<file path="src/hdl/uvs_pkg.sv">
// ----------------------------------------------------------------------------
// uvs_pkg: shared types and constants of the UV sphere triangle generator
// Holds the transfer payload types, the command passed from the front end to
// the back end, the configuration register map and the fixed sine table.
// ----------------------------------------------------------------------------
package uvs_pkg;

    localparam int CFG_DATA_W  = 16;
    localparam int CFG_INDEX_W = 2;
    localparam int PHASE_W     = 5;
    localparam int CMD_DEPTH   = 2;
    localparam int CMD_PTR_W   = 1;

    typedef logic [CFG_INDEX_W-1:0] cfg_index_t;

    localparam cfg_index_t CFG_CENTER_X = 2'd0;
    localparam cfg_index_t CFG_CENTER_Y = 2'd1;
    localparam cfg_index_t CFG_CENTER_Z = 2'd2;
    localparam cfg_index_t CFG_RADIUS   = 2'd3;

    localparam logic [14:0] RADIUS_RESET = 15'd512;

    typedef logic [PHASE_W-1:0] phase_t;

    // Polar phases of the two poles: sine is zero, cosine is +1 or -1.
    localparam phase_t TH_NORTH = 5'd0;
    localparam phase_t TH_SOUTH = 5'd16;
    localparam phase_t PH_POLE  = 5'd0;
    localparam phase_t QUARTER  = 5'd8;

    typedef logic signed [15:0] sine_t;

    // Full-wave sine in Q1.14, 32 steps per turn.
    localparam sine_t SINE_TABLE [32] = '{
        16'sd0,      16'sd3196,   16'sd6270,   16'sd9102,
        16'sd11585,  16'sd13623,  16'sd15137,  16'sd16069,
        16'sd16384,  16'sd16069,  16'sd15137,  16'sd13623,
        16'sd11585,  16'sd9102,   16'sd6270,   16'sd3196,
        16'sd0,      -16'sd3196,  -16'sd6270,  -16'sd9102,
        -16'sd11585, -16'sd13623, -16'sd15137, -16'sd16069,
        -16'sd16384, -16'sd16069, -16'sd15137, -16'sd13623,
        -16'sd11585, -16'sd9102,  -16'sd6270,  -16'sd3196
    };

    typedef struct packed {
        logic [4:0] slice_index;
        logic [4:0] band_index;
    } in_item_t;

    typedef struct packed {
        logic signed [15:0] vert_x;
        logic signed [15:0] vert_y;
        logic signed [15:0] vert_z;
        logic               last_vertex;
        logic               bad_request;
    } out_item_t;

    typedef struct packed {
        logic signed [15:0] center_x;
        logic signed [15:0] center_y;
        logic signed [15:0] center_z;
        logic [14:0]        radius;
    } cfg_regs_t;

    typedef enum logic [1:0] {
        KIND_TOP,
        KIND_QUAD,
        KIND_BOTTOM,
        KIND_BAD
    } req_kind_t;

    // One classified request: azimuth phases of slice s and s+1, polar
    // phases of the upper and lower row of the band.
    typedef struct packed {
        req_kind_t kind;
        phase_t    ph0;
        phase_t    ph1;
        phase_t    th_a;
        phase_t    th_b;
    } cmd_t;

    // One vertex for the arithmetic pipeline.
    typedef struct packed {
        phase_t ph;
        phase_t th;
        logic   last;
        logic   bad;
    } vtx_req_t;

endpackage

</file>
<file path="src/hdl/uvs_front.sv">
// ----------------------------------------------------------------------------
// uvs_front: request classifier
// Takes request transfers, wraps the slice, classifies the band and turns
// slice and row numbers into table phases for the back end.
// ----------------------------------------------------------------------------
module uvs_front
    import uvs_pkg::*;
#(
    parameter int SLICES = 32,
    parameter int RINGS  = 16
)
(
    input  logic     clk,
    input  logic     rst_n,
    input  logic     in_valid,
    output logic     in_ready,
    input  in_item_t in_data,
    output logic     push_valid,
    input  logic     push_ready,
    output cmd_t     push_data
);

    localparam int NUM_STEPS = 8;

    typedef logic [32:0][PHASE_W-1:0] ph_lut_t;
    typedef logic [31:0][PHASE_W-1:0] th_lut_t;

    // Azimuth phase of slice i, rounded to the nearest table step.
    function automatic ph_lut_t build_ph_lut();
        ph_lut_t lut;
        for (int i = 0; i < 33; i++)
        begin
            lut[i] = PHASE_W'(((i * 64 + SLICES) / (2 * SLICES)) % 32);
        end
        return lut;
    endfunction

    // Polar phase of row k, rounded to the nearest table step.
    function automatic th_lut_t build_th_lut();
        th_lut_t lut;
        for (int k = 0; k < 32; k++)
        begin
            lut[k] = PHASE_W'(((k * 32 + RINGS) / (2 * RINGS)) % 32);
        end
        return lut;
    endfunction

    localparam ph_lut_t PH_LUT = build_ph_lut();
    localparam th_lut_t TH_LUT = build_th_lut();

    logic [4:0] slice_mod;
    logic [5:0] slice_inc;
    logic [7:0] band_wide;
    logic [4:0] row_a;
    req_kind_t  kind;

    // The slice field is at most 31, so a few compare-and-subtract steps
    // bring it below SLICES for every allowed SLICES.
    always_comb
    begin
        slice_mod = in_data.slice_index;
        for (int i = 0; i < NUM_STEPS; i++)
        begin
            if ({4'd0, slice_mod} >= 9'(SLICES))
            begin
                slice_mod = slice_mod - 5'(SLICES);
            end
        end
    end

    assign slice_inc = ({4'd0, slice_mod} + 9'd1 == 9'(SLICES)) ? 6'd0
                                                                 : {1'b0, slice_mod} + 6'd1;

    assign band_wide = {3'd0, in_data.band_index};

    always_comb
    begin
        priority if (band_wide > 8'(RINGS))
        begin
            kind = KIND_BAD;
        end
        else if (band_wide == 8'd0)
        begin
            kind = KIND_TOP;
        end
        else if (band_wide == 8'(RINGS))
        begin
            kind = KIND_BOTTOM;
        end
        else
        begin
            kind = KIND_QUAD;
        end
    end

    // Upper row of the band; the bottom fan only occurs when RINGS fits the
    // band field, so its row number fits five bits.
    always_comb
    begin
        unique case (kind)
            KIND_TOP:    row_a = 5'd0;
            KIND_BOTTOM: row_a = 5'(RINGS - 1);
            KIND_QUAD:   row_a = in_data.band_index - 5'd1;
            default:     row_a = 5'd0;
        endcase
    end

    assign push_data.kind = kind;
    assign push_data.ph0  = PH_LUT[{1'b0, slice_mod}];
    assign push_data.ph1  = PH_LUT[slice_inc];
    assign push_data.th_a = TH_LUT[row_a];
    assign push_data.th_b = TH_LUT[in_data.band_index];

    assign push_valid = in_valid && rst_n;
    assign in_ready   = push_ready;

    // The classifier itself holds no state; clk is kept for a uniform port set.
    logic unused_clk;
    assign unused_clk = clk;

endmodule

</file>
<file path="config.mk">
export PLATFORM = sky130hd
export DESIGN_NAME = uvs_front
export DESIGN_NICKNAME = d
export VERILOG_FILES = /design/src/hdl/uvs_pkg.sv /design/src/hdl/uvs_front.sv
export SDC_FILE = /design/constraint.sdc
export NUM_CORES = 1
export LEC_CHECK = 0
export ABC_CLOCK_PERIOD_IN_PS = 2800
export CAP_MARGIN = 5
export CORE_AREA = 2 2 39 41
export DETAILED_ROUTE_END_ITERATION = 6
export DIE_AREA = 0 0 41 43
export DONT_BUFFER_PORTS = 1
export PLACE_DENSITY = 0.48
export SYNTH_ARGS = -nofsm -noshare
export SYNTH_HDL_FRONTEND = slang
export SYNTH_SLANG_ARGS = --single-unit
</file>
<file path="constraint.sdc">
create_clock -name vclk -period 2.8
set_input_delay 0.7 -clock vclk [all_inputs]
set_output_delay 0.7 -clock vclk [all_outputs]
set_load 0.05 [all_outputs]
</file>
==> results.py, run 1 <==
metrics = {
    "outcome": {
        "status": "complete, no violations",
    },
    "synthesis": {
        "synth.distinct_cells": 18,
        "yosysTopAreaCell": "ha_1",
        "ys_seq_area_share_pct": 0,
        "synth.top_cell.area_share_pct": 25.1,
        "synth_area_um2": 399,
        "ys_top_cells_by_count": "buf_4 (11), ha_1 (8), inv_1 (6)",
        "synth_most_common_cell": "buf_4",
        "synth_area_leaders": "ha_1 (25%), buf_4 (21%), a21oi_1 (6.3%)",
        "postSynthAreaPerCell_um2": 7.26,
        "synth_cells": 55,
        "synthesis.nets": 77,
        "yosysWarnings": 0,
    },
    "critical_path": {
        "crit_end": "push_data[9]",
        "critPathKind": "input pin to primary output",
        "crit_fanout": 5,
        "required_ps": 2100,
        "startpoint": "in_data[0]",
        "crit_path_start_kind": "input pin",
        "critPathCaptureType": "primary output",
        "critPathArrivalTime_ps": 1810,
    },
    "power": {
        "p_clk_share_pct": 0,
        "power.leakage_nw": 0.186,
        "pwr_density_cell_nw_per_um2": 230,
        "p_int_mw": 0.0254,
        "p_sw_mw": 0.0639,
        "p_sw_share_pct": 71.6,
        "fin_total_pwr_mw": 0.0893,
        "ir_drop_uv": 79.9,
        "power.share.sequential_pct": 0,
        "p_comb_share_pct": 100.0,
    },
    "cells_and_area": {
        "fin_area_um2": 389,
        "layout-drive-gt1-share_pct": 23.5,
        "nFlopsAndLatches": 0,
        "antenna_cells_inserted": 0,
        "final_util_pct": 28.1,
        "syn_to_final_growth_pct": -2.51,
        "nets": 75,
        "num-clock-buffers": 0,
        "seq_area_um2": 0,
    },
    "die": {
        "die_w_um": 41,
        "die-area_um2": 1760,
        "die_y_um": 43,
        "core_area_um2": 1380,
        "start_util_pct": 28.8,
        "core.rowCount": 14,
        "ios": 38,
    },
    "run": {
        "maxCapViolCount": 0,
    },
    "clocking": {
        "cts_resized": 0,
        "ctsHoldBuffers": 0,
        "postCtsSetupRepairBufs": 0,
    },
    "detailed_routing": {
        "drc": 0,
        "vias": 326,
        "wl_per_cell_um": 10.7,
        "drtAntennaViolNets": 0,
        "wl_um": 716,
        "drt_first_pass_iters": 2,
        "drt_iter0_markers": 1,
        "vias_per_cell": 4.87,
    },
    "placed_design": {
        "placedInstanceArea_um2": 389,
        "globalplace.congestion": 0.621,
        "place_ws_ps": 273,
        "port_buffers": 0,
        "hpwl_um": 619,
    },
    "grt": {
        "grt_max_degree": 8,
        "track_usage_pct": 8.49,
        "grt_pass1_wl_mm": 1.15,
        "overflow": 0,
        "antenna_found_initial": 0,
        "first_global_vias": 265,
    },
    "sta": {
        "fin_crit_ps": 2510,
        "maxSlewViolCount": 0,
        "setup-tns-final_ps": 0,
        "setup_ws_ps": 285,
        "hold_violations": 0,
        "max_slew_margin_pct": 65.4,
        "fmax_ghz": 0.398,
        "worst_slew_pin_slew_ps": 521,
        "setup-violations-final": 0,
        "rsz0062_at_grt": "no",
        "finalCritPeriodShare_pct": 89.8,
    },
    "worst_hold_path": {
        "hold_path.class": "input pin to primary output",
    },
}
[metal layers]
layer | global-route usage, % | up-vias | wire length, um
li1 | - | 166 | -
met1 | 12.3 | 143 | 307
met2 | 12.5 | 17 | 313
met3 | 3.14 | 0 | 95
met4 | 0 | 0 | 0
met5 | 0 | - | 0
[layout by cell type, fill, tap and decap left out]
cell      count
nor2_1        3
o21ai_0       2
a41oi_1       1
and2_1        1
xnor2_1       2
buf_4         7
or2_2         2
a21oi_1       5
o31a_1        2
nand2_1       2
mux2_2        1
ha_1          8
inv_1         6
xor2_1        1
nor4_1        1
nand3_1       3
o21ai_1       1
nor3b_2       2
nand2b_1      1
[how the worst min path moves through the flow]
stage	slack, ps	endpoint	depth (start not counted)	from
floorplan	1570	in_ready	1	push_ready
global placement	1400	push_data[17]	0	in_data[7]
detailed placement	1400	push_data[17]	0	in_data[7]
CTS	1400	push_data[17]	0	in_data[7]
global route	1400	push_data[4]	0	in_data[4]
finish	1400	in_ready	0	push_ready
[power groups by stage]
stage          logic, mW  clock network, mW  registers [mW]
2_1_floorplan      0.118                  0               0
3_3_place_gp      0.0897                  0               0
3_5_place_dp      0.0895                  0               0
4_1_cts           0.0899                  0               0
5_1_grt           0.0961                  0               0
6_report          0.0893                  0               0
[through the flow]
stage / std cells / hold WS [ps]
floorplan: 55 / 1570
global placement: 67 / 1400
detailed placement: 67 / 1400
CTS: 67 / 1400
global route: 67 / 1400
finish: 67 / 1400
[kinds of logic after synthesis]
family / after synthesis / share of synthesized area [%]
buffers and inverters: 17 / 26.3
and+or+nand+nor: 15 / 22.6
AOI/OAI and AO/OA: 11 / 16.6
adders and majority gates: 8 / 25.1
xor gates and xnor gates: 3 / 6.58
muxes: 1 / 2.82
[critical path, cell delays in order]
cell,delay [ps]
inv_1,80
ha_1,150
nand2_1,110
ha_1,370
nor3b_2,190
buf_4,210
[cell type report]
type / instances / area (um^2)
well taps: 16 / 20.0
inverters: 6 / 22.5
repair buffers: 7 / 52.6
multi-input cells: 38 / 294
fillers: 158 / 995
Power figures use the tool's default switching activity.
==> run 2: changes to the inputs <==
BUFFER_PORTS_ARGS = -buffer_cell sky130_fd_sc_hd__buf_2   (was unset)
DONT_BUFFER_PORTS = unset   (was 1)
PLACE_DENSITY = 0.72   (was 0.48)
SKIP_LAST_GASP = 1   (was unset)
==> results.py, run 2 (synthesis results as in run 1) <==
metrics = {
    "sta": {
        "hold_violations": 0,
        "maxSlewViolCount": 0,
        "fin_crit_ps": 2670,
        "rsz0062_at_grt": "no",
        "worst_slew_pin_slew_ps": 234,
        "whs_ps": 1400,
        "max_slew_margin_pct": 84.3,
        "setup-tns-final_ps": 0,
        "setup-violations-final": 0,
        "fmax_ghz": 0.375,
        "finalCritPeriodShare_pct": 95.3,
    },
    "power": {
        "fin_total_pwr_mw": 0.142,
        "pwr_density_cell_nw_per_um2": 274,
        "power.leakage_nw": 0.292,
        "ir_drop_uv": 86.7,
    },
    "critical_path": {
        "startpoint": "in_data[0]",
        "crit_fanout": 5,
        "critPathCaptureType": "primary output",
        "crit_path_start_kind": "input pin",
        "required_ps": 2100,
        "critPathArrivalTime_ps": 1970,
        "critPathKind": "input pin to primary output",
    },
    "detailed_routing": {
        "wl_um": 863,
        "drt_iter0_markers": 5,
        "vias_per_cell": 4.55,
        "drtAntennaViolNets": 0,
        "drt_first_pass_iters": 4,
        "vias": 432,
        "wl_per_cell_um": 9.08,
        "drc": 0,
    },
    "cells_and_area": {
        "final_cell_mix": "buf_2 (33), ha_1 (7), inv_1 (6)",
        "layout-drive-gt1-share_pct": 51.9,
        "num-clock-buffers": 0,
        "nFlopsAndLatches": 0,
        "final_common_cell": "buf_2",
        "seq_area_um2": 0,
        "final_util_pct": 37.5,
        "fin_cells": 95,
        "antenna_cells_inserted": 0,
        "nets": 103,
        "syn_to_final_growth_pct": 30.1,
    },
    "grt": {
        "grt_pass1_wl_mm": 1.29,
        "track_usage_pct": 9.49,
        "grt_max_degree": 8,
        "overflow": 0,
        "antenna_found_initial": 0,
        "first_global_vias": 348,
    },
    "run": {
        "maxCapViolCount": 0,
    },
    "worst_hold_path": {
        "hp-start": "push_ready",
        "hold_path.class": "input pin to primary output",
    },
    "die": {
        "die_w_um": 41,
        "die-area_um2": 1760,
        "core_area_um2": 1380,
        "start_util_pct": 28.8,
        "ios": 38,
        "core.rowCount": 14,
        "die_y_um": 43,
    },
    "clocking": {
        "postCtsSetupRepairBufs": 0,
    },
    "placed_design": {
        "hpwl_um": 768,
        "globalplace.congestion": 0.695,
        "port_buffers": 35,
        "dp_cells": 95,
    },
    "outcome": {
        "status": "complete, no violations",
    },
}
==> run 2: changes by cell type in the layout (fill, tap and decap cells not counted), sizes merged <==
cell / before / now
clkbuf: 0 / 2
buf: 7 / 33
==> run 2: report_power, final <==
group,internal [mW],switching (mW)
combinational,0.0371,0.105
sequential,0,0
clock,0,0
total,0.0371,0.105
==> run 2: final cells by class <==
cell class / count / area (um^2)
tap: 16 / 20.0
timing repair buffer: 35 / 180
inverter: 6 / 22.5
multi-input combinational: 38 / 297
fill: 151 / 865
==> run 2: critical path, cell delays in order <==
cell      delay, ps
buf_2           110
inv_1            70
ha_1            200
nand2_1         130
ha_2            330
nor3b_2         180
clkbuf_4        250
==> run 2: worst paths after layout <==
| check | end | slack (ps) | cells after the start |
|---|---|---|---|
| worst min-delay path | in_ready | 1400 | 0 |
| worst max-delay path | push_data[9] | 130 | 7 |
==> run 2: what timing repair did <==
item | in CTS | in global routing
hold buffers | 0 | 0
resized for setup | 0 | 3
endpoints found under the setup margin | 0 | 2
hold endpoints to repair | 0 | 0
==> run 2: per-stage QoR <==
| stage | cell area [um^2] | setup slack (ps) |
|---|---|---|
| final | 519 | 131 |
| after CTS | 512 | 77.1 |
| after global placement | 512 | 116 |
| after floorplan | 399 | -26.1 |
| after detailed placement | 512 | 81.1 |
| after global routing | 519 | 29.2 |
==> run 2: layer usage <==
metal / track usage (%) / part of all wire, % / wire length [um]
met4: 0 / 0 / 0
met3: 0 / 10 / 89
met5: 0 / 0 / 0
met2: 18.8 / 48 / 413
met1: 11.1 / 42 / 360
