File: src/hdl/uvs_pkg.sv
// ----------------------------------------------------------------------------
// uvs_pkg: shared types and constants of the UV sphere triangle generator
// Holds the transfer payload types, the command passed from the front end to
// the back end, the configuration register map and the fixed sine table.
// ----------------------------------------------------------------------------
package uvs_pkg;

    localparam int CFG_DATA_W  = 16;
    localparam int CFG_INDEX_W = 2;
    localparam int PHASE_W     = 5;
    localparam int CMD_DEPTH   = 2;
    localparam int CMD_PTR_W   = 1;

    typedef logic [CFG_INDEX_W-1:0] cfg_index_t;

    localparam cfg_index_t CFG_CENTER_X = 2'd0;
    localparam cfg_index_t CFG_CENTER_Y = 2'd1;
    localparam cfg_index_t CFG_CENTER_Z = 2'd2;
    localparam cfg_index_t CFG_RADIUS   = 2'd3;

    localparam logic [14:0] RADIUS_RESET = 15'd512;

    typedef logic [PHASE_W-1:0] phase_t;

    // Polar phases of the two poles: sine is zero, cosine is +1 or -1.
    localparam phase_t TH_NORTH = 5'd0;
    localparam phase_t TH_SOUTH = 5'd16;
    localparam phase_t PH_POLE  = 5'd0;
    localparam phase_t QUARTER  = 5'd8;

    typedef logic signed [15:0] sine_t;

    // Full-wave sine in Q1.14, 32 steps per turn.
    localparam sine_t SINE_TABLE [32] = '{
        16'sd0,      16'sd3196,   16'sd6270,   16'sd9102,
        16'sd11585,  16'sd13623,  16'sd15137,  16'sd16069,
        16'sd16384,  16'sd16069,  16'sd15137,  16'sd13623,
        16'sd11585,  16'sd9102,   16'sd6270,   16'sd3196,
        16'sd0,      -16'sd3196,  -16'sd6270,  -16'sd9102,
        -16'sd11585, -16'sd13623, -16'sd15137, -16'sd16069,
        -16'sd16384, -16'sd16069, -16'sd15137, -16'sd13623,
        -16'sd11585, -16'sd9102,  -16'sd6270,  -16'sd3196
    };

    typedef struct packed {
        logic [4:0] slice_index;
        logic [4:0] band_index;
    } in_item_t;

    typedef struct packed {
        logic signed [15:0] vert_x;
        logic signed [15:0] vert_y;
        logic signed [15:0] vert_z;
        logic               last_vertex;
        logic               bad_request;
    } out_item_t;

    typedef struct packed {
        logic signed [15:0] center_x;
        logic signed [15:0] center_y;
        logic signed [15:0] center_z;
        logic [14:0]        radius;
    } cfg_regs_t;

    typedef enum logic [1:0] {
        KIND_TOP,
        KIND_QUAD,
        KIND_BOTTOM,
        KIND_BAD
    } req_kind_t;

    // One classified request: azimuth phases of slice s and s+1, polar
    // phases of the upper and lower row of the band.
    typedef struct packed {
        req_kind_t kind;
        phase_t    ph0;
        phase_t    ph1;
        phase_t    th_a;
        phase_t    th_b;
    } cmd_t;

    // One vertex for the arithmetic pipeline.
    typedef struct packed {
        phase_t ph;
        phase_t th;
        logic   last;
        logic   bad;
    } vtx_req_t;

endpackage

File: src/hdl/uvs_back.sv
// ----------------------------------------------------------------------------
// uvs_back: vertex sequencer
// Expands the command at the head of the queue into its vertices, one per
// cycle while the pipeline accepts them; its final vertex retires the command.
// ----------------------------------------------------------------------------
module uvs_back
    import uvs_pkg::*;
(
    input  logic     clk,
    input  logic     rst_n,
    input  logic     cmd_valid,
    output logic     cmd_ready,
    input  cmd_t     cmd,
    output logic     vtx_valid,
    input  logic     vtx_ready,
    output vtx_req_t vtx
);

    logic [2:0] step_reg;
    logic [2:0] step_next;
    logic [2:0] final_step;
    logic       vtx_fire;
    logic       is_last;

    always_comb
    begin
        vtx.bad    = 1'b0;
        vtx.ph     = cmd.ph0;
        vtx.th     = cmd.th_a;
        final_step = 3'd2;
        unique case (cmd.kind)
            KIND_TOP:
            begin
                unique case (step_reg)
                    3'd0:
                    begin
                        vtx.ph = PH_POLE;
                        vtx.th = TH_NORTH;
                    end
                    3'd1:    vtx.ph = cmd.ph0;
                    default: vtx.ph = cmd.ph1;
                endcase
            end
            KIND_BOTTOM:
            begin
                unique case (step_reg)
                    3'd0:    vtx.ph = cmd.ph0;
                    3'd1:
                    begin
                        vtx.ph = PH_POLE;
                        vtx.th = TH_SOUTH;
                    end
                    default: vtx.ph = cmd.ph1;
                endcase
            end
            KIND_QUAD:
            begin
                final_step = 3'd5;
                // Two triangles: (s,j) (s,j+1) (s+1,j) and (s+1,j) (s,j+1) (s+1,j+1).
                unique case (step_reg)
                    3'd0:
                    begin
                        vtx.ph = cmd.ph0;
                        vtx.th = cmd.th_a;
                    end
                    3'd1, 3'd4:
                    begin
                        vtx.ph = cmd.ph0;
                        vtx.th = cmd.th_b;
                    end
                    3'd2, 3'd3:
                    begin
                        vtx.ph = cmd.ph1;
                        vtx.th = cmd.th_a;
                    end
                    default:
                    begin
                        vtx.ph = cmd.ph1;
                        vtx.th = cmd.th_b;
                    end
                endcase
            end
            default:
            begin
                vtx.bad    = 1'b1;
                final_step = 3'd0;
            end
        endcase
        vtx.last = (step_reg == final_step);
    end

    assign is_last   = vtx.last;
    assign vtx_valid = cmd_valid;
    assign vtx_fire  = vtx_valid && vtx_ready;
    assign cmd_ready = vtx_fire && is_last;

    always_comb
    begin
        step_next = step_reg;
        if (vtx_fire)
        begin
            step_next = is_last ? 3'd0 : step_reg + 3'd1;
        end
    end

    always_ff @(posedge clk or negedge rst_n)
    begin
        if (!rst_n)
        begin
            step_reg <= 3'd0;
        end
        else
        begin
            step_reg <= step_next;
        end
    end

endmodule

File: config.mk
export PLATFORM = sky130hd
export DESIGN_NAME = uvs_back
export DESIGN_NICKNAME = d
export VERILOG_FILES = /design/src/hdl/uvs_pkg.sv /design/src/hdl/uvs_back.sv
export SDC_FILE = /design/constraint.sdc
export NUM_CORES = 1
export LEC_CHECK = 0
export BUFFER_PORTS_ARGS = -buffer_cell sky130_fd_sc_hd__buf_2
export CORE_MARGIN = 2
export CORE_UTILIZATION = 44
export CTS_CLUSTER_SIZE = 16
export DETAILED_ROUTE_END_ITERATION = 7
export PLACE_DENSITY_LB_ADDON = 0.25
export SETUP_SLACK_MARGIN = 0.05
export SYNTH_ARGS = -nofsm -noshare
export SYNTH_HDL_FRONTEND = slang
export SYNTH_SLANG_ARGS = --single-unit
export TNS_END_PERCENT = 5
File: constraint.sdc
create_clock -name clk -period 3.3 [get_ports clk]
set_input_delay 0.495 -clock clk [delete_from_list [all_inputs] [get_ports clk]]
set_output_delay 0.495 -clock clk [all_outputs]
set_load 0.02 [all_outputs]
==> results.json, run 1 <==
{
  "r2r_setup_slack_ps": 1980,
  "drt_first_pass_iters": 4,
  "layout.nets": 141,
  "wl_per_cell_um": 11.5,
  "switching_power_uw": 314,
  "grt_antenna_before_repair": 0,
  "core_area_sq_mm": 0.00128,
  "grt_max_degree": 13,
  "yosysTopAreaCell": "dfrtp_1",
  "critical_path_required_ps": 2800,
  "slew_headroom_pct": 74.8,
  "yosysSeqAreaShare_pct": 12.5,
  "hp-class": "input port to asynchronous set/reset pin",
  "num_rows": 13,
  "synthArstFlopShare_pct": 100,
  "cts.sinks": 3,
  "seqPwrFrac_pct": 14.4,
  "start_util_pct": 46.6,
  "cts_made_buffers": 3,
  "syn_to_final_growth_pct": 33.2,
  "fmax_ghz": 0.388,
  "place_area_sq_um": 772,
  "finalWeightedCongestion": 0.757,
  "synth_edf_count": 0,
  "cts_tree": "built",
  "cellPowerDensity_mw_per_mm2": 752,
  "fp.dieW_um": 40.9,
  "clock_skew_ps": 1.67,
  "combinationalPowerShare_pct": 75.1,
  "fin_setup_tns_ps": 0,
  "clk_pin_slew_ps": 40,
  "finalSetupViolCount": 0,
  "status": "complete, no violations",
  "arrival_ps": 2080,
  "ios": 40,
  "cts_buffer_depth": 2,
  "drc": 0,
  "diodes": 0,
  "die_area_sq_mm": 0.00167,
  "layout-drive-gt1-share_pct": 49.5,
  "cts_root_buf": "clkbuf_4",
  "max-cap-violations": 0,
  "grt.total_usage_pct": 18.2,
  "die_y_um": 40.9,
  "p_leak_nw": 0.393,
  "fin_crit_ps": 2580,
  "cts_setup_buffers": 0,
  "synth.most_common_cell": "a22o_1",
  "vias_per_cell": 5.26,
  "hold_viol": 0,
  "regToRegStartpoint": "step_reg[2]",
  "grt_overflow": 0,
  "ys_ff_latch": 3,
  "postSynthCellCount": 71,
  "worstPathMaxFanout": 12,
  "ant_nets": 0,
  "avgSynthCellArea_sq_um": 8.44,
  "internal_power_uw": 286,
  "rsz0062_at_grt": "no",
  "first_global_vias": 531,
  "endpoint_kind": "output pin",
  "fin_area_sq_um": 798,
  "yosysTopAreaCellShare_pct": 12.5,
  "hpwl_mm": 1.17,
  "largest_reg_flops": 3,
  "htreeDepth": 1,
  "clockPowerShare_pct": 10.5,
  "worstSkewPairLatency_ps": 230,
  "synth_area_sq_um": 599,
  "wl_mm": 1.43,
  "switching_share_pct": 52.3,
  "drtIter0Drc": 10,
  "ir_drop_mv": 0.442,
  "slew_violations": 0,
  "fin_cells": 124,
  "place_inst": 120,
  "timing.rr.end": "step_reg[2]",
  "cp-start-kind": "flip-flop",
  "finalCritPeriodShare_pct": 78.1,
  "yosys_warnings": 0,
  "synth-main-ff-cell": "dfrtp_1",
  "setup.worst_path.class": "flip-flop to output pin",
  "ctsResizeCount": 0,
  "worstRegToRegCells": 3,
  "grt_pass1_wl_mm": 2.00,
  "synth_nets": 102,
  "synth_common_cells": "a22o_1 (8), ha_1 (5), o21ai_0 (5)",
  "synth_area_leaders": "dfrtp_1 (13%), a22o_1 (12%), ha_1 (10%)",
  "yosysUniqueCellTypes": 30,
  "worst_pin_slew_ps": 379,
  "ctsHoldBuffers": 0,
  "num_vias": 652,
  "port_buffers": 39
}
-- area by class of cell --
type / instances / area, sq um
Tap cell: 15 / 18.8
Timing Repair Buffer: 39 / 195
Fill cell: 135 / 487
Clock buffer: 4 / 26.3
Sequential cell: 3 / 75.1
Multi-Input combinational cell: 59 / 468
Inverter: 4 / 15.0
-- cells by family (layout without fill, tap and decap cells) --
kind of cell | count (synthesis) | count (layout) | share of synthesized area, %
multiplexers | 2 | 2 | 3.34
buffers and inverters | 9 | 47 | 9.39
adder cells (fa/ha/maj) | 5 | 5 | 10.4
AND/OR/NAND/NOR | 23 | 23 | 22.8
flip-flops | 3 | 3 | 12.5
AO/OA/AOI/OAI | 29 | 29 | 41.5
-- how the worst max path moves through the flow --
stage / start / endpoint / depth (start not counted)
after floorplan: step_reg[0] / vtx[6] / 6
after global placement: step_reg[0] / vtx[6] / 7
after detailed placement: step_reg[2] / vtx[6] / 7
after CTS: step_reg[2] / vtx[6] / 7
after global routing: step_reg[2] / vtx[6] / 7
final: step_reg[2] / vtx[6] / 7
-- layout by cell type (no fill, tap or decap) --
| master | count |
|---|---|
| and2_4 | 1 |
| nand2b_2 | 1 |
| nand3_1 | 3 |
| a21oi_2 | 3 |
| nand2b_1 | 2 |
| o21ai_1 | 1 |
| clkbuf_1 | 1 |
| o31ai_2 | 2 |
| o32a_1 | 1 |
| o31ai_1 | 1 |
| nor3b_2 | 1 |
| and2b_2 | 1 |
| nor3_1 | 4 |
| a211oi_1 | 2 |
| mux2i_1 | 2 |
| o21ai_0 | 5 |
| dfrtp_1 | 3 |
| o21ba_2 | 1 |
| inv_1 | 4 |
| o2bb2ai_1 | 1 |
| o21ai_2 | 1 |
| nor2_1 | 2 |
| a21oi_1 | 2 |
| nor2b_1 | 2 |
| clkbuf_4 | 3 |
| ha_1 | 5 |
| o32ai_4 | 1 |
| nand2_1 | 4 |
| a22o_1 | 8 |
| nor3b_1 | 2 |
| buf_2 | 39 |
-- power by group through the flow --
stage	registers, mW	clock network (mW)	logic, mW
after floorplan	0.0679	0	0.375
after global placement	0.0857	0	0.444
after detailed placement	0.0887	0	0.448
after CTS	0.0880	0.0666	0.452
after global routing	0.0912	0.0712	0.498
final	0.0862	0.0632	0.451
-- critical path, stage by stage, from the launching register on --
cell      delay, ps
dfrtp_1         560
inv_1           110
ha_1            270
nor3_1          250
a21oi_2          80
a211oi_1        260
o32a_1          180
buf_2           150
-- metal layers --
| layer | part of all wire [%] | GRT usage [%] | up-vias | wire length (um) |
|---|---|---|---|---|
| li1 | - | - | 344 | - |
| met1 | 43 | 20.9 | 297 | 618 |
| met2 | 54 | 31.3 | 9 | 773 |
| met3 | 2.2 | 1.63 | 2 | 31 |
| met4 | 0.56 | 12.5 | 0 | 8 |
| met5 | 0 | 0 | - | 0 |
-- metrics by stage --
stage | hold slack (ps) | worst slack (ps) | util, % | power [mW]
5_1_grt | 39.1 | 540 | 62.1 | 0.660
3_5_place_dp | 290 | 963 | 60.1 | 0.537
6_report | 50.7 | 723 | 62.1 | 0.600
3_3_place_gp | 291 | 994 | 60.1 | 0.530
2_1_floorplan | 199 | 1140 | - | 0.443
4_1_cts | 41.2 | 697 | 62.1 | 0.606
Note: power is estimated with default switching activity, not from simulation.
==> run 2: changes to the inputs <==
--- a/config.mk
+++ b/config.mk
@@ -7,7 +7,7 @@
 export LEC_CHECK = 0
 export BUFFER_PORTS_ARGS = -buffer_cell sky130_fd_sc_hd__buf_2
 export CORE_MARGIN = 2
-export CORE_UTILIZATION = 44
+export CORE_UTILIZATION = 37
 export CTS_CLUSTER_SIZE = 16
 export DETAILED_ROUTE_END_ITERATION = 7
 export PLACE_DENSITY_LB_ADDON = 0.25
==> constraint.sdc (replaced) <==
create_clock -name clk -period 2.2 [get_ports clk]
set_input_delay 0.33 -clock clk [delete_from_list [all_inputs] [get_ports clk]]
set_output_delay 0.33 -clock clk [all_outputs]
set_load 0.02 [all_outputs]
==> run 2 against run 1 <==
  * The run now ends with negative setup slack left
  * Register-to-register slack got worse by 1000 ps
  * Total power increased by 94%
  * Wire length grew 18%
  * Sequential cell count did not move
  * Worst setup slack got worse by 800 ps
  * Clock skew up 0.95 ps
  * Largest cell class unchanged
  * First-iteration DRC count is 60% lower
  * Core utilization increased by 2.3 points
  * Count of clock-buffer cells in the layout unchanged
  * Largest power group unchanged
  * Critical path depth did not move
  * Non-clock buffer count grew 4
  * Cell area is 22% higher
==> results.json, run 2 (synthesized netlist as in run 1, its figures left out) <==
{
  "layout.nets": 145,
  "start_util_pct": 39.8,
  "whs_path_depth": 3,
  "worstPathMaxFanout": 5,
  "hpwl_mm": 1.17,
  "switching_power_uw": 588,
  "clk_pin_slew_ps": 40,
  "crit_top_cell": "ha_4",
  "fp.dieW_um": 44.2,
  "cts_root_buf": "clkbuf_4",
  "worst_path_largest_cell_delay_ps": 460,
  "wl_per_cell_um": 13.1,
  "clock_skew_ps": 2.61,
  "worstRegToRegCells": 4,
  "layout-drive-gt1-share_pct": 65.5,
  "drc": 0,
  "slew_violations": 0,
  "p_leak_nw": 0.431,
  "max-cap-violations": 0,
  "crit_buf_inv": 1,
  "fin_crit_ps": 2280,
  "switching_share_pct": 50.5,
  "hold_viol": 0,
  "rsz0062_at_grt": "yes",
  "diodes": 0,
  "num_rows": 14,
  "finalSetupViolCount": 4,
  "final_cell_mix": "buf_2 (37), a22o_1 (8)",
  "ir_drop_mv": 0.776,
  "failed_checks": "negative setup slack",
  "drt_first_pass_iters": 3,
  "grt_antenna_before_repair": 0,
  "r2r_setup_slack_ps": 940,
  "vias_per_cell": 5.33,
  "final_common_cell": "buf_2",
  "finalWeightedCongestion": 0.785,
  "die_area_sq_mm": 0.00196,
  "ios": 40,
  "cpMaxStageDelayCell": "dfrtp_2",
  "min_from": "vtx_ready",
  "worst_pin_slew_ps": 334,
  "critical_path_required_ps": 1870,
  "slew_headroom_pct": 77.6,
  "setup.worst_path.class": "flip-flop to output pin",
  "internal_power_uw": 576,
  "cp_top_family": "compound AO/OA/AOI/OAI gates",
  "regToRegStartpoint": "step_reg[1]",
  "grt_pass1_wl_mm": 2.41,
  "grt_overflow": 0,
  "htreeDepth": 1,
  "fin_ws_ps": -76.6,
  "worstSkewPairLatency_ps": 230,
  "cellPowerDensity_mw_per_mm2": 1200,
  "seqPwrFrac_pct": 10.2,
  "syn_to_final_growth_pct": 62.0,
  "core_area_sq_mm": 0.00151,
  "status": "finished with violations",
  "combinationalPowerShare_pct": 81.4,
  "cp-start-kind": "flip-flop",
  "min_to": "step_reg[1]",
  "timing.rr.end": "step_reg[2]",
  "arrival_ps": 1950,
  "die_y_um": 44.2,
  "grt_max_degree": 12,
  "hp-class": "input port to flip-flop",
  "final_util_pct": 64.5,
  "cts.sinks": 3,
  "wl_mm": 1.69,
  "finalCritPeriodShare_pct": 103,
  "fmax_ghz": 0.439,
  "cts_tree": "built",
  "grt.total_usage_pct": 16.5,
  "num_vias": 688,
  "largest_reg_flops": 3,
  "drtIter0Drc": 4,
  "port_buffers": 39,
  "first_global_vias": 598,
  "fin_setup_tns_ps": -136,
  "path_cells": "ha_4 > ha_4 > nor3_2 > a21oi_4 > a211oi_2 > o32a_1 > buf_4",
  "cts_made_buffers": 3,
  "clockPowerShare_pct": 8.4,
  "whs_ps": 382,
  "ant_nets": 0,
  "endpoint_kind": "output pin",
  "cts_buffer_depth": 2
}
==> run 2: routing by layer <==
metal  track usage, %  routed length [um]
met1             18.1                 645
met2             29.7                 913
met3             2.86                 102
met4             9.09                  27
met5                0                   0
==> run 2: metrics by stage <==
step | cells | area, sq um | power [mW] | setup WS (ps)
4_1_cts | 128 | 867 | 1.00 | -30.5
5_1_grt | 129 | 971 | 1.25 | -144
2_1_floorplan | 71 | 599 | 0.664 | 201
3_5_place_dp | 123 | 788 | 0.827 | 134
6_report | 129 | 971 | 1.16 | -76.6
3_3_place_gp | 123 | 788 | 0.818 | 182
==> run 2: area by class of cell <==
cell class,instances,area [sq um]
clock buffer,4,26.3
timing repair buffer,43,236
inverter,4,17.5
tap,16,20.0
fill,131,536
sequential,3,77.6
multi-input combinational,59,593
==> run 2: worst max path at each step <==
stage | depth (start not counted) | from | endpoint | slack [ps]
2_1_floorplan | 6 | step_reg[0] | vtx[6] | 200
3_3_place_gp | 7 | step_reg[1] | vtx[6] | 180
3_5_place_dp | 7 | step_reg[1] | vtx[6] | 130
4_1_cts | 7 | step_reg[1] | vtx[6] | -30
5_1_grt | 7 | step_reg[1] | vtx[6] | -140
6_report | 7 | step_reg[1] | vtx[6] | -80
==> run 2: timing repair <==
action | CTS | global route
pin swaps | 3 | 6
setup buffers | 0 | 1
setup endpoints to repair | 10 | 10
resized for setup | 10 | 21
hold endpoints to repair | 3 | 0
hold buffers | 1 | 0
cloned | 0 | 0
==> run 2: power by group through the flow <==
stage	logic, mW	clock network [mW]	registers, mW
5_1_grt	1.02	0.106	0.126
2_1_floorplan	0.563	0	0.102
6_report	0.948	0.0973	0.119
4_1_cts	0.798	0.105	0.0998
3_3_place_gp	0.721	0	0.0971
3_5_place_dp	0.729	0	0.0979
==> run 2: worst min-delay path: cells and delay by family <==
| family | cells | cell delay (ps) |
|---|---|---|
| AND/OR/NAND/NOR | 1 | 70 |
| AO/OA/AOI/OAI | 1 | 70 |
| buffers and inverters | 1 | 110 |
