==> config.mk <==
export PLATFORM = sky130hd
export DESIGN_NAME = uvs_cmd_fifo
export DESIGN_NICKNAME = d
export VERILOG_FILES = /design/src/hdl/uvs_pkg.sv /design/src/hdl/uvs_cmd_fifo.sv
export SDC_FILE = /design/constraint.sdc
export NUM_CORES = 1
export LEC_CHECK = 0
export CORE_ASPECT_RATIO = 1.2
export CORE_MARGIN = 2
export CORE_UTILIZATION = 60
export DETAILED_ROUTE_END_ITERATION = 8
export DONT_BUFFER_PORTS = 1
export PLACE_DENSITY = 0.76
export SKIP_CTS_REPAIR_TIMING = 1
export SLEW_MARGIN = 40
export SYNTH_ARGS = -nofsm -noshare
export SYNTH_HDL_FRONTEND = slang
export SYNTH_SLANG_ARGS = --single-unit
export TNS_END_PERCENT = 100
==> constraint.sdc <==
create_clock -name clk -period 2.41 [get_ports clk]
set_input_delay 0.3615 -clock clk [delete_from_list [all_inputs] [get_ports clk]]
set_output_delay 0.3615 -clock clk [all_outputs]
set_load 0.02 [all_outputs]
==> src/hdl/uvs_pkg.sv <==
// ----------------------------------------------------------------------------
// uvs_pkg: shared types and constants of the UV sphere triangle generator
// Holds the transfer payload types, the command passed from the front end to
// the back end, the configuration register map and the fixed sine table.
// ----------------------------------------------------------------------------
package uvs_pkg;

    localparam int CFG_DATA_W  = 16;
    localparam int CFG_INDEX_W = 2;
    localparam int PHASE_W     = 5;
    localparam int CMD_DEPTH   = 2;
    localparam int CMD_PTR_W   = 1;

    typedef logic [CFG_INDEX_W-1:0] cfg_index_t;

    localparam cfg_index_t CFG_CENTER_X = 2'd0;
    localparam cfg_index_t CFG_CENTER_Y = 2'd1;
    localparam cfg_index_t CFG_CENTER_Z = 2'd2;
    localparam cfg_index_t CFG_RADIUS   = 2'd3;

    localparam logic [14:0] RADIUS_RESET = 15'd512;

    typedef logic [PHASE_W-1:0] phase_t;

    // Polar phases of the two poles: sine is zero, cosine is +1 or -1.
    localparam phase_t TH_NORTH = 5'd0;
    localparam phase_t TH_SOUTH = 5'd16;
    localparam phase_t PH_POLE  = 5'd0;
    localparam phase_t QUARTER  = 5'd8;

    typedef logic signed [15:0] sine_t;

    // Full-wave sine in Q1.14, 32 steps per turn.
    localparam sine_t SINE_TABLE [32] = '{
        16'sd0,      16'sd3196,   16'sd6270,   16'sd9102,
        16'sd11585,  16'sd13623,  16'sd15137,  16'sd16069,
        16'sd16384,  16'sd16069,  16'sd15137,  16'sd13623,
        16'sd11585,  16'sd9102,   16'sd6270,   16'sd3196,
        16'sd0,      -16'sd3196,  -16'sd6270,  -16'sd9102,
        -16'sd11585, -16'sd13623, -16'sd15137, -16'sd16069,
        -16'sd16384, -16'sd16069, -16'sd15137, -16'sd13623,
        -16'sd11585, -16'sd9102,  -16'sd6270,  -16'sd3196
    };

    typedef struct packed {
        logic [4:0] slice_index;
        logic [4:0] band_index;
    } in_item_t;

    typedef struct packed {
        logic signed [15:0] vert_x;
        logic signed [15:0] vert_y;
        logic signed [15:0] vert_z;
        logic               last_vertex;
        logic               bad_request;
    } out_item_t;

    typedef struct packed {
        logic signed [15:0] center_x;
        logic signed [15:0] center_y;
        logic signed [15:0] center_z;
        logic [14:0]        radius;
    } cfg_regs_t;

    typedef enum logic [1:0] {
        KIND_TOP,
        KIND_QUAD,
        KIND_BOTTOM,
        KIND_BAD
    } req_kind_t;

    // One classified request: azimuth phases of slice s and s+1, polar
    // phases of the upper and lower row of the band.
    typedef struct packed {
        req_kind_t kind;
        phase_t    ph0;
        phase_t    ph1;
        phase_t    th_a;
        phase_t    th_b;
    } cmd_t;

    // One vertex for the arithmetic pipeline.
    typedef struct packed {
        phase_t ph;
        phase_t th;
        logic   last;
        logic   bad;
    } vtx_req_t;

endpackage

==> src/hdl/uvs_cmd_fifo.sv <==
// ----------------------------------------------------------------------------
// uvs_cmd_fifo: command queue between front end and back end
// A two-entry queue so that the classifier and the vertex sequencer stall
// independently of each other.
// ----------------------------------------------------------------------------
module uvs_cmd_fifo
    import uvs_pkg::*;
(
    input  logic clk,
    input  logic rst_n,
    input  logic push_valid,
    output logic push_ready,
    input  cmd_t push_data,
    output logic pop_valid,
    input  logic pop_ready,
    output cmd_t pop_data
);

    cmd_t                 mem_reg [CMD_DEPTH];
    logic [CMD_PTR_W-1:0] wr_ptr_reg;
    logic [CMD_PTR_W-1:0] wr_ptr_next;
    logic [CMD_PTR_W-1:0] rd_ptr_reg;
    logic [CMD_PTR_W-1:0] rd_ptr_next;
    logic [CMD_PTR_W:0]   count_reg;
    logic [CMD_PTR_W:0]   count_next;
    logic                 push_fire;
    logic                 pop_fire;

    assign push_ready = (count_reg != (CMD_PTR_W+1)'(CMD_DEPTH));
    assign pop_valid  = (count_reg != '0);
    assign pop_data   = mem_reg[rd_ptr_reg];

    assign push_fire = push_valid && push_ready;
    assign pop_fire  = pop_valid && pop_ready;

    always_comb
    begin
        wr_ptr_next = push_fire ? wr_ptr_reg + 1'b1 : wr_ptr_reg;
        rd_ptr_next = pop_fire ? rd_ptr_reg + 1'b1 : rd_ptr_reg;
        count_next  = count_reg + {{CMD_PTR_W{1'b0}}, push_fire}
                                - {{CMD_PTR_W{1'b0}}, pop_fire};
    end

    always_ff @(posedge clk or negedge rst_n)
    begin
        if (!rst_n)
        begin
            wr_ptr_reg <= '0;
            rd_ptr_reg <= '0;
            count_reg  <= '0;
        end
        else
        begin
            wr_ptr_reg <= wr_ptr_next;
            rd_ptr_reg <= rd_ptr_next;
            count_reg  <= count_next;
        end
    end

    always_ff @(posedge clk)
    begin
        if (push_fire)
        begin
            mem_reg[wr_ptr_reg] <= push_data;
        end
    end

endmodule

==> flow_metrics.tcl, run 1 <==
set metrics [dict create \
    synth_cell_types 17 \
    clockRootBuffer "clkbuf_4" \
    synth_ff_type "edfxtp_1" \
    clock_power_share_pct 19.5 \
    async_reset_ff_share_pct 8.33 \
    antenna_cells 0 \
    cp-end-kind "output port" \
    cts_sinks 48 \
    ant_nets 0 \
    grt_pass1_vias 871 \
    syn_inst 90 \
    synth_top_cell_by_area "edfxtp_1" \
    insertion_delay_ns 0.35 \
    wl_met2_microns 1540 \
    cap_violations 0 \
    synthTopCellsByCount "44 x edfxtp_1, 22 x mux2_2, 4 x dfrtp_1" \
    htree_levels 2 \
    grt_max_degree 16 \
    tightestPinTransition_ns 0.428 \
    max_freq_mhz 516 \
    multi_input_area_sq_um 369 \
    ios 50 \
    combPwrFrac_pct 31.6 \
    p_leak_nw 0.680 \
    fp.dieW_microns 54.0 \
    syn_area_sq_um 1800 \
    powerDensity_nw_per_um2 1290 \
    path_clk_slew_ns 0.12 \
    slew_headroom_pct 71.5 \
    dp.cells 127 \
    grt_usage_pct 19.1 \
    syn2layout_area_growth_pct 10.3 \
    yosys_warnings 0 \
    vdd_drop_max_uv 853 \
    swShare_pct 32.4 \
    power.switching_mw 0.829 \
    initial_core_util_pct 63.5 \
    fillers 182 \
    rrSetupSlack_ns 0.63 \
    grt_pass1_wl_microns 4260 \
    period_minus_slack_ns 1.94 \
    port-buffer-count 0 \
    critPathCapture "pop_data[0]" \
    cts_tree "done" \
    met3WireLength_microns 229 \
    finalSetupTns_ns 0 \
    numCtsBuffers 5 \
    antenna_found_initial 0 \
    post-dp-hpwl_microns 2120 \
    fin_cells 136 \
    coreArea_sq_um 2840 \
    path_cells "buf_12, mux2_2" \
    nets 128 \
    synth_most_common_cell "edfxtp_1" \
    cp.required_ns 2.05 \
    syn-num-nets 117 \
    wl_per_cell_microns 20.8 \
    power.total_mw 2.55 \
    drt_iter0_markers 29 \
    ys_ff_latch 48 \
    ys_top_cells_by_area "edfxtp_1 73%, mux2_2 14%, dfrtp_1 5.6%" \
    hold_path.class "input port to flip-flop" \
    r2r_end "mem_reg[1][6]" \
    post-route-period-util_pct 80.5 \
    drc 0 \
    worstPathArrival_ns 1.58 \
    grt_overflow 0 \
    status "complete, no violations" \
    reg2regPathDepth 3 \
    dieHeight_microns 64.1 \
    synth_edf_count 44 \
    startpoint "rd_ptr_reg" \
    finalClockSkew_ns 0.00643 \
    hold_viol 0 \
    die_area_sq_um 3460 \
    ys_seq_area_share_pct 78.8 \
    syn_area_per_cell_sq_um 20.0 \
    setup_viol 0 \
    fp-row-count 21 \
    slew_viol_final 0 \
    top_layer "met4" \
    crit_slowest_cell "dfrtp_1" \
    p_int_mw 1.73 \
    critPathMaxStageDelay_ns 0.61 \
    synth_top_area_share_pct 73.3 \
    reg2reg_from "count_reg[0]" \
    seqPwrFrac_pct 48.8 \
    rsz0062_at_grt "no" \
    cts_buffer_depth 2 \
    avgViaCountPerCell 5.91 \
    drt_wl_total_microns 2830 \
    hold_slack_ns 0.0954 \
    criticalPathCategory "flip-flop to output port" \
    cp_max_fo 15 \
    crit_path_start_kind "flip-flop" \
    firstDrtPassIters 4 \
    wirelength_met1_microns 955 \
    largest_reg_flops 44 \
    register_area_sq_um 1420 \
    drive_gt1_share_pct 36.3 \
    vias 804 \
    place.gp.congestion 0.649 \
]
-- per-stage QoR --
step | worst slack, ns | cell area [sq um] | utilization, %
2_1_floorplan | 0.263 | 1800 | -
3_3_place_gp | 0.721 | 1880 | 66.4
3_5_place_dp | 0.637 | 1880 | 66.4
4_1_cts | 0.427 | 1980 | 69.7
5_1_grt | 0.369 | 1990 | 70.1
6_report | 0.470 | 1990 | 70.1
-- cell families (layout without fill, tap and decap cells) --
family / count (synthesis) / after routing / share of synthesized area [%]
DFF: 48 / 48 / 78.8
muxes: 22 / 22 / 13.7
and+or+nand+nor: 10 / 10 / 2.71
AOI/OAI and AO/OA: 4 / 4 / 1.73
xor gates and xnor gates: 3 / 3 / 1.46
buffers and inverters: 2 / 14 / 0.833
adders and majority gates: 1 / 1 / 0.694
-- cell type report --
cell class	count	share of cell area, %
Tap cell	34	2.14
Clock buffer	7	3.27
Multi-Input combinational cell	40	18.6
Clock inverter	1	1.51
Timing Repair Buffer	6	3.02
Sequential cell	48	71.5
-- worst max-delay path: cells and delay by family, from the launching register on --
kind / cells / cell delay, ns
buf+inv: 1 / 0.20
flops: 1 / 0.61
mux: 1 / 0.41
-- worst min path at each step --
stage	start	to	slack (ns)	cells past startpoint
floorplan	rst_n	count_reg[0]	0.07	0
global placement	rst_n	count_reg[0]	0.07	0
detailed placement	rst_n	count_reg[0]	0.07	0
CTS	rst_n	count_reg[1]	-0.34	0
global route	push_data[20]	mem_reg[0][20]	0.06	0
finish	push_data[3]	mem_reg[0][3]	0.1	0
-- per-layer routing --
metal  global-route usage (%)  up-vias
li1                         -      368
met1                     18.5      395
met2                     32.2       32
met3                     7.71        9
met4                     11.6        0
met5                        0        -
-- cell usage in the layout (no fill, tap or decap), drive strengths merged --
| cell type | instances |
|---|---|
| edfxtp | 44 |
| mux2 | 22 |
| clkbuf | 7 |
| buf | 5 |
| dfrtp | 4 |
| xnor2 | 3 |
| nor2 | 3 |
| nand2 | 2 |
| or2 | 1 |
| nand2b | 1 |
| nor2b | 1 |
| a211oi | 1 |
| nand3 | 1 |
| o21ai | 1 |
| a21bo | 1 |
| a32oi | 1 |
| and3 | 1 |
| ha | 1 |
| bufinv | 1 |
| dlygate4sd3 | 1 |
-- power groups by stage --
stage,clock network [mW],logic (mW),registers [mW]
final,0.499,0.808,1.25
after floorplan,0,0.685,1.22
after global routing,0.550,0.860,1.27
after detailed placement,0,0.820,1.27
after CTS,0.516,0.823,1.25
after global placement,0,0.794,1.25
Note: power is estimated with default switching activity, not from simulation.
==> run 2, diff against run 1 <==
--- a/config.mk
+++ b/config.mk
@@ -7,10 +7,10 @@
 export LEC_CHECK = 0
 export CORE_ASPECT_RATIO = 1.2
 export CORE_MARGIN = 2
-export CORE_UTILIZATION = 60
+export CORE_UTILIZATION = 55
 export DETAILED_ROUTE_END_ITERATION = 8
 export DONT_BUFFER_PORTS = 1
-export PLACE_DENSITY = 0.76
+export PLACE_DENSITY = 0.73
 export SKIP_CTS_REPAIR_TIMING = 1
 export SLEW_MARGIN = 40
 export SYNTH_ARGS = -nofsm -noshare
==> constraint.sdc (replaced) <==
create_clock -name clk -period 1.6 [get_ports clk]
set_input_delay 0.24 -clock clk [delete_from_list [all_inputs] [get_ports clk]]
set_output_delay 0.24 -clock clk [all_outputs]
set_load 0.02 [all_outputs]
==> run 2 against run 1 <==
Sequential cell count unchanged. Clock power up 33%. Critical endpoint is now pop_data[2]. Clock skew up 0.0034 ns. Largest power group unchanged.
==> flow_metrics.tcl, run 2 (synthesized netlist as in run 1, its figures left out) <==
set metrics [dict create \
    reg2reg_from "count_reg[0]" \
    slew_viol_final 0 \
    fillers 214 \
    powerDensity_nw_per_um2 1740 \
    seqPwrFrac_pct 47.9 \
    htree_levels 2 \
    firstDrtPassIters 5 \
    clockRootBuffer "clkbuf_4" \
    period_minus_slack_ns 1.57 \
    path_cells "buf_12, mux2_2" \
    fp.dieW_microns 56.3 \
    swShare_pct 32.6 \
    grt_pass1_wl_microns 4210 \
    grt_overflow 0 \
    critPathMaxStageDelay_ns 0.42 \
    numCtsBuffers 5 \
    die_area_sq_um 3750 \
    max_freq_mhz 637 \
    cp_max_fo 20 \
    hold_path.class "input port to flip-flop" \
    hold_viol 0 \
    cts_sinks 48 \
    power.total_mw 3.85 \
    startpoint "rd_ptr_reg" \
    wl_per_cell_microns 17.2 \
    grt_pass1_vias 853 \
    cp-end-kind "output port" \
    post-dp-hpwl_microns 1910 \
    drive_gt1_share_pct 31.2 \
    antenna_found_initial 0 \
    criticalPathCategory "flip-flop to output port" \
    cts_buffer_depth 2 \
    post-route-period-util_pct 98.2 \
    crit_path_start_kind "flip-flop" \
    initial_core_util_pct 58.5 \
    power.switching_mw 1.26 \
    vias 875 \
    avgViaCountPerCell 5.43 \
    ant_nets 0 \
    cap_violations 0 \
    ios 50 \
    grt_usage_pct 15.9 \
    syn2layout_area_growth_pct 23.1 \
    combPwrFrac_pct 35.0 \
    fp-row-count 22 \
    layout_common_cells "44 x edfxtp_1, 23 x dlygate4sd3_1, 22 x mux2_2, 5 x clkbuf_4, 4 x buf_4" \
    clock_power_share_pct 17.2 \
    antenna_cells 0 \
    cts_tree "done" \
    cp.required_ns 1.36 \
    rsz0062_at_grt "yes" \
    path_clk_slew_ns 0.11 \
    grt_max_degree 21 \
    status "complete, no violations" \
    place.gp.congestion 0.659 \
    insertion_delay_ns 0.35 \
    register_area_sq_um 1420 \
    final_common_cell "edfxtp_1" \
    slew_headroom_pct 84.7 \
    p_int_mw 2.60 \
    hold_start "pop_ready" \
    drt_wl_total_microns 2760 \
    worstPathArrival_ns 1.33 \
    p_leak_nw 0.769 \
    multi_input_area_sq_um 375 \
    dieHeight_microns 66.7 \
    nets 151 \
    place_ws_ns 0.236 \
    tightestPinTransition_ns 0.229 \
    crit_slowest_cell "mux2_2" \
    largest_reg_flops 44 \
    finalClockSkew_ns 0.00987 \
    port-buffer-count 0 \
    vdd_drop_max_uv 1360 \
    setup_ws_ns 0.0293 \
    drt_iter0_markers 38 \
    setup_viol 0 \
    drc 0 \
    coreArea_sq_um 3080 \
]
[run 2: stage by stage]
stage | util, % | cells | setup TNS, ns | hold slack (ns) | instance area, sq um
after CTS | 64.2 | 137 | -2.04 | -0.451 | 1980
after detailed placement | 61.8 | 129 | 0 | -0.0554 | 1900
after global placement | 61.8 | 129 | 0 | -0.0555 | 1900
after global routing | 72.0 | 161 | -0.521 | 0.0228 | 2220
final | 72.0 | 161 | 0 | 0.0269 | 2220
after floorplan | - | 90 | 0 | -0.0556 | 1810
[run 2: final timing paths]
check	cells past startpoint	slack, ns	endpoint
max	2	0.03	pop_data[2]
min reg2reg	1	0.58	wr_ptr_reg
min	2	0.03	rd_ptr_reg
max in group asynchronous	1	1.23	rd_ptr_reg
min in group asynchronous	1	0.17	wr_ptr_reg
max reg2reg	4	0.22	mem_reg[0][15]
[run 2: power groups by stage]
stage,clock (mW),sequential (mW),combinational (mW)
final,0.662,1.84,1.35
after detailed placement,0,1.89,1.28
after global placement,0,1.86,1.26
after CTS,0.682,1.86,1.28
after floorplan,0,1.84,1.04
after global routing,0.737,1.88,1.45
[run 2: metal layers]
layer  wire [microns]  up-vias  global-route usage, %
met5                0        -                      0
met4               54        0                   7.14
met3              194        7                   10.1
met2             1490       34                   26.3
met1             1020      418                   15.7
li1                 -      416                      -
[run 2: layout make-up]
class | count | area share, %
well taps | 36 | 2.03
clock buffers | 6 | 1.86
multi-input cells | 40 | 16.9
clock inverters | 2 | 1.58
flip-flops and latches | 48 | 64.1
repair buffers | 29 | 13.5
[run 2: worst max-delay path: cells and delay by family, from the launching register on]
family,cells,cell delay [ns]
flip-flops,1,0.40
multiplexers,1,0.42
buffers and inverters,1,0.17
==> run 3, diff against run 2 <==
--- a/config.mk
+++ b/config.mk
@@ -5,14 +5,14 @@
 export SDC_FILE = /design/constraint.sdc
 export NUM_CORES = 1
 export LEC_CHECK = 0
+export BUFFER_PORTS_ARGS = -buffer_cell sky130_fd_sc_hd__buf_2
 export CORE_ASPECT_RATIO = 1.2
 export CORE_MARGIN = 2
-export CORE_UTILIZATION = 55
+export CORE_UTILIZATION = 46
 export DETAILED_ROUTE_END_ITERATION = 8
-export DONT_BUFFER_PORTS = 1
-export PLACE_DENSITY = 0.73
+export HOLD_SLACK_MARGIN = 0.06
+export PLACE_DENSITY = 0.74
 export SKIP_CTS_REPAIR_TIMING = 1
-export SLEW_MARGIN = 40
 export SYNTH_ARGS = -nofsm -noshare
 export SYNTH_HDL_FRONTEND = slang
 export SYNTH_SLANG_ARGS = --single-unit
==> run 3 against run 2 <==
The run now ends with negative setup slack left. Worst setup slack got worse by 0.031 ns. Register-to-register slack worse by 0.03 ns. Clock power rose by 33%. Combinational power is 13% higher. Design area grew 3.0%. Sequential cell count unchanged. Critical endpoint unchanged. Critical path depth up 1. Worst hold slack improved by 0.11 ns. Wire length increased by 3.4%. Highest routed layer unchanged. Count of clock-buffer cells in the layout unchanged. Power increased by 9.7%. Sequential power hardly changed.
==> flow_metrics.tcl, run 3 (synthesized netlist as in run 1, its figures left out) <==
set metrics [dict create \
    status "finished with violations" \
    violations "negative setup slack" \
    antenna_cells 0 \
    place.gp.congestion 0.740 \
    syn2layout_area_growth_pct 26.9 \
    reg2reg_from "count_reg[0]" \
    drt_iter0_markers 38 \
    grt_usage_pct 13.8 \
    p_leak_nw 0.883 \
    critPathMaxStageDelay_ns 0.37 \
    crit_slowest_cell "dfrtp_1" \
    post-dp-hpwl_microns 2070 \
    max_freq_mhz 625 \
    place_ws_ns 0.180 \
    setup_ws_ns -0.00123 \
    cp-end-kind "output port" \
    hold_start "push_data[9]" \
    grt_pass1_vias 989 \
    numCtsBuffers 5 \
    drive_gt1_share_pct 57.9 \
    insertion_delay_ns 0.29 \
    crit_path_start_kind "flip-flop" \
    slew_viol_final 0 \
    cts_buffer_depth 2 \
    rsz0062_at_grt "yes" \
    grt_pass1_wl_microns 4330 \
    ios 50 \
    htree_levels 2 \
    final_common_cell "buf_2" \
    antenna_found_initial 0 \
    dieHeight_microns 72.6 \
    initial_core_util_pct 48.8 \
    ant_nets 0 \
    clockRootBuffer "clkbuf_8" \
    cts_sinks 48 \
    cts_tree "done" \
    firstDrtPassIters 4 \
    dpl_cell_area_sq_um 2150 \
    path_cells "buf_4, mux2_2, buf_2" \
    reg2regPathDepth 3 \
    hold_depth 1 \
    finalClockSkew_ns 0.00444 \
    cp_max_fo 9 \
    worstPathArrival_ns 1.36 \
    drc 0 \
    coreArea_sq_um 3690 \
    largest_reg_flops 44 \
    slew_headroom_pct 85.8 \
    hold_slack_ns 0.136 \
    drt_wl_total_microns 2860 \
    fp-row-count 24 \
    layout_common_cells "49 x buf_2, 44 x edfxtp_1, 22 x mux2_2, 6 x clkbuf_8, 5 x buf_4" \
    hold_viol 0 \
    grt_overflow 0 \
    path_clk_slew_ns 0.08 \
    startpoint "rd_ptr_reg" \
    final_util_pct 61.9 \
    period_minus_slack_ns 1.60 \
    post-route-period-util_pct 100 \
    die_area_sq_um 4440 \
    port-buffer-count 49 \
    tightestPinTransition_ns 0.212 \
    design_area_sq_um 2290 \
    hold_path.class "input port to flip-flop" \
    avgViaCountPerCell 4.73 \
    criticalPathCategory "flip-flop to output port" \
    nets 178 \
    fp.dieW_microns 61.2 \
    setup_viol 1 \
    cp.required_ns 1.36 \
    wl_per_cell_microns 14.0 \
    power.total_mw 4.23 \
    vdd_drop_max_uv 796 \
    cap_violations 0 \
    grt_max_degree 16 \
    powerDensity_nw_per_um2 1850 \
    vias 964 \
]
-- run 3: cell types whose count changed in the layout (fill, tap and decap cells not counted), moves of 2 or more --
cell           change
buf_2             +49
clkbuf_4           -5
dlygate4sd3_1     -22
clkbuf_8           +6
buf_12             -2
-- run 3: path summary, 6_finish.rpt --
kind | slack (ns) | end
worst max-delay path | -0.001 | pop_data[2]
worst min-delay path | 0.14 | mem_reg[0][9]
worst max register to register | 0.19 | mem_reg[1][8]
worst min register to register | 0.56 | wr_ptr_reg
max in group asynchronous | 1.19 | wr_ptr_reg
min in group asynchronous | 0.28 | count_reg[1]
-- run 3: power breakdown --
part / switching (mW) / internal (mW)
logic: 0.868 / 0.648
registers: 0.111 / 1.72
clock network: 0.368 / 0.510
total: 1.35 / 2.88
-- run 3: final cells by class --
cell class                      count  area [sq um]
Sequential cell                    48          1420
Fill cell                         289          1410
Timing Repair Buffer               56           304
Tap cell                           52          65.1
Clock buffer                        6          82.6
Multi-Input combinational cell     40           375
Clock inverter                      2          38.8
-- run 3: critical path, delay by kind of cell (launching register included) --
kind	cells	cell delay, ns
DFF	1	0.37
muxes	1	0.35
buffers and inverters	2	0.35
-- run 3: stage by stage --
step                      setup TNS (ns)  std cells
after global routing               -1.28        204
after floorplan                        0         90
after detailed placement               0        195
final                           -0.00123        204
after CTS                         -0.511        203
after global placement                 0        195
-- run 3: metal layers --
metal	wire length (microns)	global-route usage (%)	part of all wire [%]	vias up
li1	-	-	-	470
met1	1090	14.8	38	448
met2	1490	24.2	52	44
met3	258	4.96	9.0	2
met4	15	5.07	0.53	0
met5	0	0	0	-
